`src/rtl/sspq_pkg.sv`:
```
// shared constants, codes and types of the sorted priority queue
`timescale 1ns / 1ps
package sspq_pkg;

  localparam int CAPACITY  = 16;
  localparam int ELEM_BITS = 32;
  localparam int PRIO_BITS = 16;
  localparam int CNT_BITS  = $clog2(CAPACITY + 1);

  typedef enum logic [1:0] {
    MODE_ENQ   = 2'd0,
    MODE_DEQ   = 2'd1,
    MODE_QUERY = 2'd2
  } mode_t;

  typedef enum logic [1:0] {
    STATUS_OK    = 2'd0,
    STATUS_FULL  = 2'd1,
    STATUS_EMPTY = 2'd2
  } status_t;

  // broadcast to every cell of the chain
  typedef struct packed {
    logic                 enq;
    logic                 deq;
    logic [ELEM_BITS-1:0] new_elem;
    logic [PRIO_BITS-1:0] new_prio;
  } cell_ctrl_t;

endpackage

```
`src/rtl/sspq_cell.sv`:
```
// one slot of the sorted chain: holds an entry, compares, shifts
`timescale 1ns / 1ps
module sspq_cell (
  input  logic                          clk,
  input  sspq_pkg::cell_ctrl_t          ctrl,
  input  logic                          occ,
  input  logic                          left_ins,
  input  logic [sspq_pkg::ELEM_BITS-1:0] left_elem,
  input  logic [sspq_pkg::PRIO_BITS-1:0] left_prio,
  input  logic [sspq_pkg::ELEM_BITS-1:0] right_elem,
  input  logic [sspq_pkg::PRIO_BITS-1:0] right_prio,
  output logic                          ins,
  output logic [sspq_pkg::ELEM_BITS-1:0] slot_elem,
  output logic [sspq_pkg::PRIO_BITS-1:0] slot_prio,
  output logic [sspq_pkg::ELEM_BITS-1:0] elem_nxt,
  output logic [sspq_pkg::PRIO_BITS-1:0] prio_nxt
);
  import sspq_pkg::*;

  logic [ELEM_BITS-1:0] elem_r;
  logic [PRIO_BITS-1:0] prio_r;

  // new entry lands at or before this slot (strictly greater keeps fifo order)
  assign ins = !occ || (prio_r > ctrl.new_prio);

  always_comb begin
    elem_nxt = elem_r;
    prio_nxt = prio_r;
    if (ctrl.enq) begin
      if (left_ins) begin
        elem_nxt = left_elem;
        prio_nxt = left_prio;
      end else if (ins) begin
        elem_nxt = ctrl.new_elem;
        prio_nxt = ctrl.new_prio;
      end
    end else if (ctrl.deq) begin
      elem_nxt = right_elem;
      prio_nxt = right_prio;
    end
  end

  always_ff @(posedge clk) begin
    elem_r <= elem_nxt;
    prio_r <= prio_nxt;
  end

  assign slot_elem = elem_r;
  assign slot_prio = prio_r;

endmodule

```
`src/rtl/stable_sorted_priority_queue_unit.sv`:
```
// top level: sorted chain of slots, occupancy count and result register
// the result of a transfer is registered and shown in the cycle after it is accepted
// throughput: one item per cycle while results are taken as they appear
// every slot compares with the new priority and shifts in the same cycle
// reset clears the count and the result valid; slot contents are left as is
`timescale 1ns / 1ps
module stable_sorted_priority_queue_unit (
  input  logic                           clk,
  input  logic                           rst_n,
  input  logic                           in_valid,
  output logic                           in_ready,
  input  logic [1:0]                     in_mode,
  input  logic [sspq_pkg::ELEM_BITS-1:0] in_elem_value,
  input  logic [sspq_pkg::PRIO_BITS-1:0] in_prio_value,
  output logic                           out_valid,
  input  logic                           out_ready,
  output logic [sspq_pkg::ELEM_BITS-1:0] out_head_elem,
  output logic [sspq_pkg::PRIO_BITS-1:0] out_head_prio,
  output logic [sspq_pkg::CNT_BITS-1:0]  out_entry_count,
  output logic                           out_queue_empty,
  output logic                           out_is_full,
  output logic [1:0]                     out_status
);
  import sspq_pkg::*;

  logic [CNT_BITS-1:0] count_r, count_nxt;
  logic                accept;
  logic                q_full, q_empty;
  cell_ctrl_t          ctrl;
  status_t             status_nxt;

  // chain wiring, one entry per slot
  logic [CAPACITY-1:0]  occ;
  logic [CAPACITY-1:0]  ins;
  logic [ELEM_BITS-1:0] slot_elem [CAPACITY];
  logic [PRIO_BITS-1:0] slot_prio [CAPACITY];
  logic [ELEM_BITS-1:0] elem_nxt  [CAPACITY];
  logic [PRIO_BITS-1:0] prio_nxt  [CAPACITY];

  // result register
  logic                 out_valid_r;
  logic [ELEM_BITS-1:0] head_elem_r;
  logic [PRIO_BITS-1:0] head_prio_r;
  logic [CNT_BITS-1:0]  cnt_out_r;
  logic                 empty_r, full_r;
  status_t              status_r;

  // a new item may enter whenever the result slot is free or being drained
  assign in_ready = !out_valid_r || out_ready;
  assign accept   = in_valid && in_ready;

  assign q_full  = (count_r == CNT_BITS'(CAPACITY));
  assign q_empty = (count_r == '0);

  always_comb begin
    ctrl.enq      = accept && (in_mode == MODE_ENQ) && !q_full;
    ctrl.deq      = accept && (in_mode == MODE_DEQ) && !q_empty;
    ctrl.new_elem = in_elem_value;
    ctrl.new_prio = in_prio_value;
  end

  always_comb begin
    count_nxt  = count_r;
    status_nxt = STATUS_OK;
    if (ctrl.enq) begin
      count_nxt = count_r + CNT_BITS'(1);
    end else if (ctrl.deq) begin
      count_nxt = count_r - CNT_BITS'(1);
    end
    // rejected requests leave the queue untouched and are flagged
    if (in_mode == MODE_ENQ && q_full) begin
      status_nxt = STATUS_FULL;
    end else if (in_mode == MODE_DEQ && q_empty) begin
      status_nxt = STATUS_EMPTY;
    end
  end

  // the chain of slots; slot 0 is the head
  for (genvar i = 0; i < CAPACITY; i++) begin : g_slot
    logic                 l_ins;
    logic [ELEM_BITS-1:0] l_elem, r_elem;
    logic [PRIO_BITS-1:0] l_prio, r_prio;

    // slot is live when it sits below the fill count
    assign occ[i] = (CNT_BITS'(i) < count_r);

    if (i == 0) begin : g_first
      assign l_ins  = 1'b0;
      assign l_elem = slot_elem[i];
      assign l_prio = slot_prio[i];
    end else begin : g_mid
      assign l_ins  = ins[i-1];
      assign l_elem = slot_elem[i-1];
      assign l_prio = slot_prio[i-1];
    end

    if (i == CAPACITY - 1) begin : g_last
      assign r_elem = slot_elem[i];
      assign r_prio = slot_prio[i];
    end else begin : g_inner
      assign r_elem = slot_elem[i+1];
      assign r_prio = slot_prio[i+1];
    end

    sspq_cell u_cell (
      .clk        (clk),
      .ctrl       (ctrl),
      .occ        (occ[i]),
      .left_ins   (l_ins),
      .left_elem  (l_elem),
      .left_prio  (l_prio),
      .right_elem (r_elem),
      .right_prio (r_prio),
      .ins        (ins[i]),
      .slot_elem  (slot_elem[i]),
      .slot_prio  (slot_prio[i]),
      .elem_nxt   (elem_nxt[i]),
      .prio_nxt   (prio_nxt[i])
    );
  end

  always_ff @(posedge clk) begin
    if (!rst_n) begin
      count_r     <= '0;
      out_valid_r <= 1'b0;
    end else begin
      count_r <= count_nxt;
      if (accept) begin
        out_valid_r <= 1'b1;
      end else if (out_ready) begin
        out_valid_r <= 1'b0;
      end
    end
  end

  // result payload captures the state after this step
  always_ff @(posedge clk) begin
    if (accept) begin
      head_elem_r <= (count_nxt != '0) ? elem_nxt[0] : '0;
      head_prio_r <= (count_nxt != '0) ? prio_nxt[0] : '0;
      cnt_out_r   <= count_nxt;
      empty_r     <= (count_nxt == '0);
      full_r      <= (count_nxt == CNT_BITS'(CAPACITY));
      status_r    <= status_nxt;
    end
  end

  assign out_valid       = out_valid_r;
  assign out_head_elem   = head_elem_r;
  assign out_head_prio   = head_prio_r;
  assign out_entry_count = cnt_out_r;
  assign out_queue_empty = empty_r;
  assign out_is_full     = full_r;
  assign out_status      = status_r;

endmodule

```
`config.mk`:
```
export PLATFORM = sky130hd
export DESIGN_NAME = stable_sorted_priority_queue_unit
export DESIGN_NICKNAME = d
export VERILOG_FILES = /design/src/rtl/sspq_pkg.sv /design/src/rtl/sspq_cell.sv /design/src/rtl/stable_sorted_priority_queue_unit.sv
export SDC_FILE = /design/constraint.sdc
export NUM_CORES = 2
export LEC_CHECK = 0
export BUFFER_PORTS_ARGS = -buffer_cell sky130_fd_sc_hd__buf_2
export CORE_MARGIN = 2
export CORE_UTILIZATION = 55
export CTS_CLUSTER_DIAMETER = 60
export DETAILED_ROUTE_END_ITERATION = 8
export PLACE_DENSITY_LB_ADDON = 0.3
export SLEW_MARGIN = 20
export SYNTH_ARGS = -nofsm -noshare
export SYNTH_HDL_FRONTEND = slang
export SYNTH_HIERARCHICAL = 1
export SYNTH_SLANG_ARGS = --single-unit
```
`constraint.sdc`:
```
create_clock -name clk -period 4.4 [get_ports clk]
set_input_delay 0 -clock clk [delete_from_list [all_inputs] [get_ports clk]]
set_output_delay 0 -clock clk [all_outputs]
set_load 0.03 [all_outputs]
```
==> results.sh <==
export IMPL_grt_max_degree=145
export IMPL_wl_um=194000
export IMPL_syn_area_sq_mm=0.0614
export IMPL_grt_pass1_wl_um=313000
export IMPL_min_period_ns=3.66
export IMPL_routabilityCongestion=0.880
export IMPL_htree_levels=3
export IMPL_via_per_inst=7.29
export IMPL_hold_path_class="in -> reg"
export IMPL_leakagePower_nw=20.9
export IMPL_finalSetupViolations=0
export IMPL_start_util_pct=55.5
export IMPL_r2r_slack_ns=0.74
export IMPL_gr_total_overflow=0
export IMPL_die_h_um=338
export IMPL_reg2regPathDepth=11
export IMPL_violations="slew limit"
export IMPL_worstSkewPairLatency_ns=0.72
export IMPL_coreArea_sq_mm=0.111
export IMPL_grt_usage_pct=32.4
export IMPL_most_common_layout_cells="774 x dfxtp_1, 744 x mux2_2, 481 x a21oi_1"
export IMPL_antenna_found_initial=1
export IMPL_start_kind="flip-flop"
export IMPL_cts_resized=0
export IMPL_layout_commonest_cell="dfxtp_1"
export IMPL_die_width_um=338
export IMPL_outcome="finished with violations"
export IMPL_ir_worst_vdd_mv=0.449
export IMPL_maxCapViolCount=0
export IMPL_cts_tree="yes"
export IMPL_layout_core_utilization_pct=59.5
export IMPL_fillers=9459
export IMPL_p_per_area_mw_per_mm2=598
export IMPL_drtIter0Drc=7030
export IMPL_hold_viol_final=0
export IMPL_dp_hpwl_um=127000
export IMPL_cp_max_fo=77
export IMPL_slew_headroom_pct=-13.6
export IMPL_syn_to_final_growth_pct=7.21
export IMPL_holdPathStages=3
export IMPL_crit_required_ns=4.83
export IMPL_dieArea_sq_mm=0.114
export IMPL_worstSetupPathType="reg -> reg"
export IMPL_cp_end_kind="flip-flop"
export IMPL_vias=60796
export IMPL_fin_setup_tns_ns=0
export IMPL_worst_pin_slew_ns=1.70
export IMPL_cts_root_buf="clkbuf_16"
export IMPL_ios=113
export IMPL_portBuffers=112
export IMPL_max_freq_mhz=273
export IMPL_clk_pin_slew_ns=0.06
export IMPL_skew_ns=0.0232
export IMPL_avgSynthCellArea_sq_um=8.57
export IMPL_fin_nets=7081
export IMPL_drc=0
export IMPL_post_drt_wl_per_cell_um=23.3
export IMPL_cts_max_path_buffers=3
export IMPL_synth_warnings=6
export IMPL_first_global_vias=55832
export IMPL_cts_sinks=831
export IMPL_drtAntennaViolNets=0
export IMPL_postCtsSetupBuffers=0
export IMPL_min_period_over_period_pct=83.3
export IMPL_rsz0062_at_grt="false"
export IMPL_cts_made_buffers=103
export IMPL_rows=122
export IMPL_dr_pass1_iters=9
export IMPL_crit_arrival_ns=4.10
export IMPL_drive_above_1_share_pct=20.0
export IMPL_drv_slew=48
export IMPL_syn_inst=7162
## timing repair
action	in CTS	in global routing
hold buffers	52	0
setup endpoints to repair	0	0
hold endpoints to repair	396	0
## routing by layer
metal / vias up / track usage (%) / routed length (um)
li1: 27973 / - / -
met1: 29098 / 46.5 / 84900
met2: 3424 / 50.2 / 86800
met3: 301 / 4.40 / 18100
met4: 0 / 9.99 / 4610
met5: - / 0 / 0
## sequential cells by signal, summed over array words and instances, names as in the netlist
signal	flops
count_r	5
g_slot.u_cell/slot_elem	512
g_slot.u_cell/slot_prio	256
out_entry_count	5
out_head_elem	32
out_head_prio	16
out_is_full	1
out_queue_empty	1
out_status	2
out_valid	1
## report_power, final
group | switching [mW] | internal (mW) | leakage [nW]
sequential | 4.38 | 11.1 | 7.01
clock | 3.63 | 5.23 | 1.70
combinational | 7.60 | 7.44 | 12.2
total | 15.6 | 23.7 | 20.9
## critical path: stages (launching register included)
cell      delay, ns
dfxtp_1        0.54
inv_1          0.18
ha_1           0.25
or4b_1         0.22
nand4_2        0.25
inv_8          0.57
buf_4          0.39
mux2_2         0.37
o22a_1         0.20
o31ai_2        0.07
nor3_1         0.11
a21boi_0       0.15
## area by class of cell
type / count / area [sq um] / area share (%)
diodes: 1 / 2.50 / 0.00380
clock buffers: 142 / 2920 / 4.43
clock inverters: 42 / 547 / 0.831
inverters: 296 / 1130 / 1.71
multi-input cells: 5191 / 39400 / 59.8
flip-flops and latches: 831 / 17200 / 26.2
well taps: 1488 / 1860 / 2.83
repair buffers: 344 / 2770 / 4.21
## worst paths after layout
kind,to,from
hold reg to reg,g_slot[7].u_cell/slot_elem[30]$_DFF_P_,g_slot[7].u_cell/slot_elem[30]$_DFF_P_
setup / recovery,out_head_elem[28]$_SDFFCE_PN0P_,count_r[1]$_SDFF_PN0_
hold / removal,g_slot[10].u_cell/slot_prio[6]$_DFF_P_,in_prio_value[6]
setup reg to reg,out_head_elem[28]$_SDFFCE_PN0P_,count_r[1]$_SDFF_PN0_
## metrics by stage
step	worst slack, ns	hold WS [ns]	area, sq um	total power, mW	cells
floorplan	1.15	0.118	61400	25.7	7164
global placement	0.905	0.258	61800	29.2	8098
detailed placement	0.839	0.278	61800	29.9	8098
CTS	0.826	0.0115	65800	38.9	8334
global route	0.504	0.0910	65800	41.7	8335
finish	0.736	0.0536	65800	39.4	8335
No activity file was read; power rests on OpenSTA's default activity.
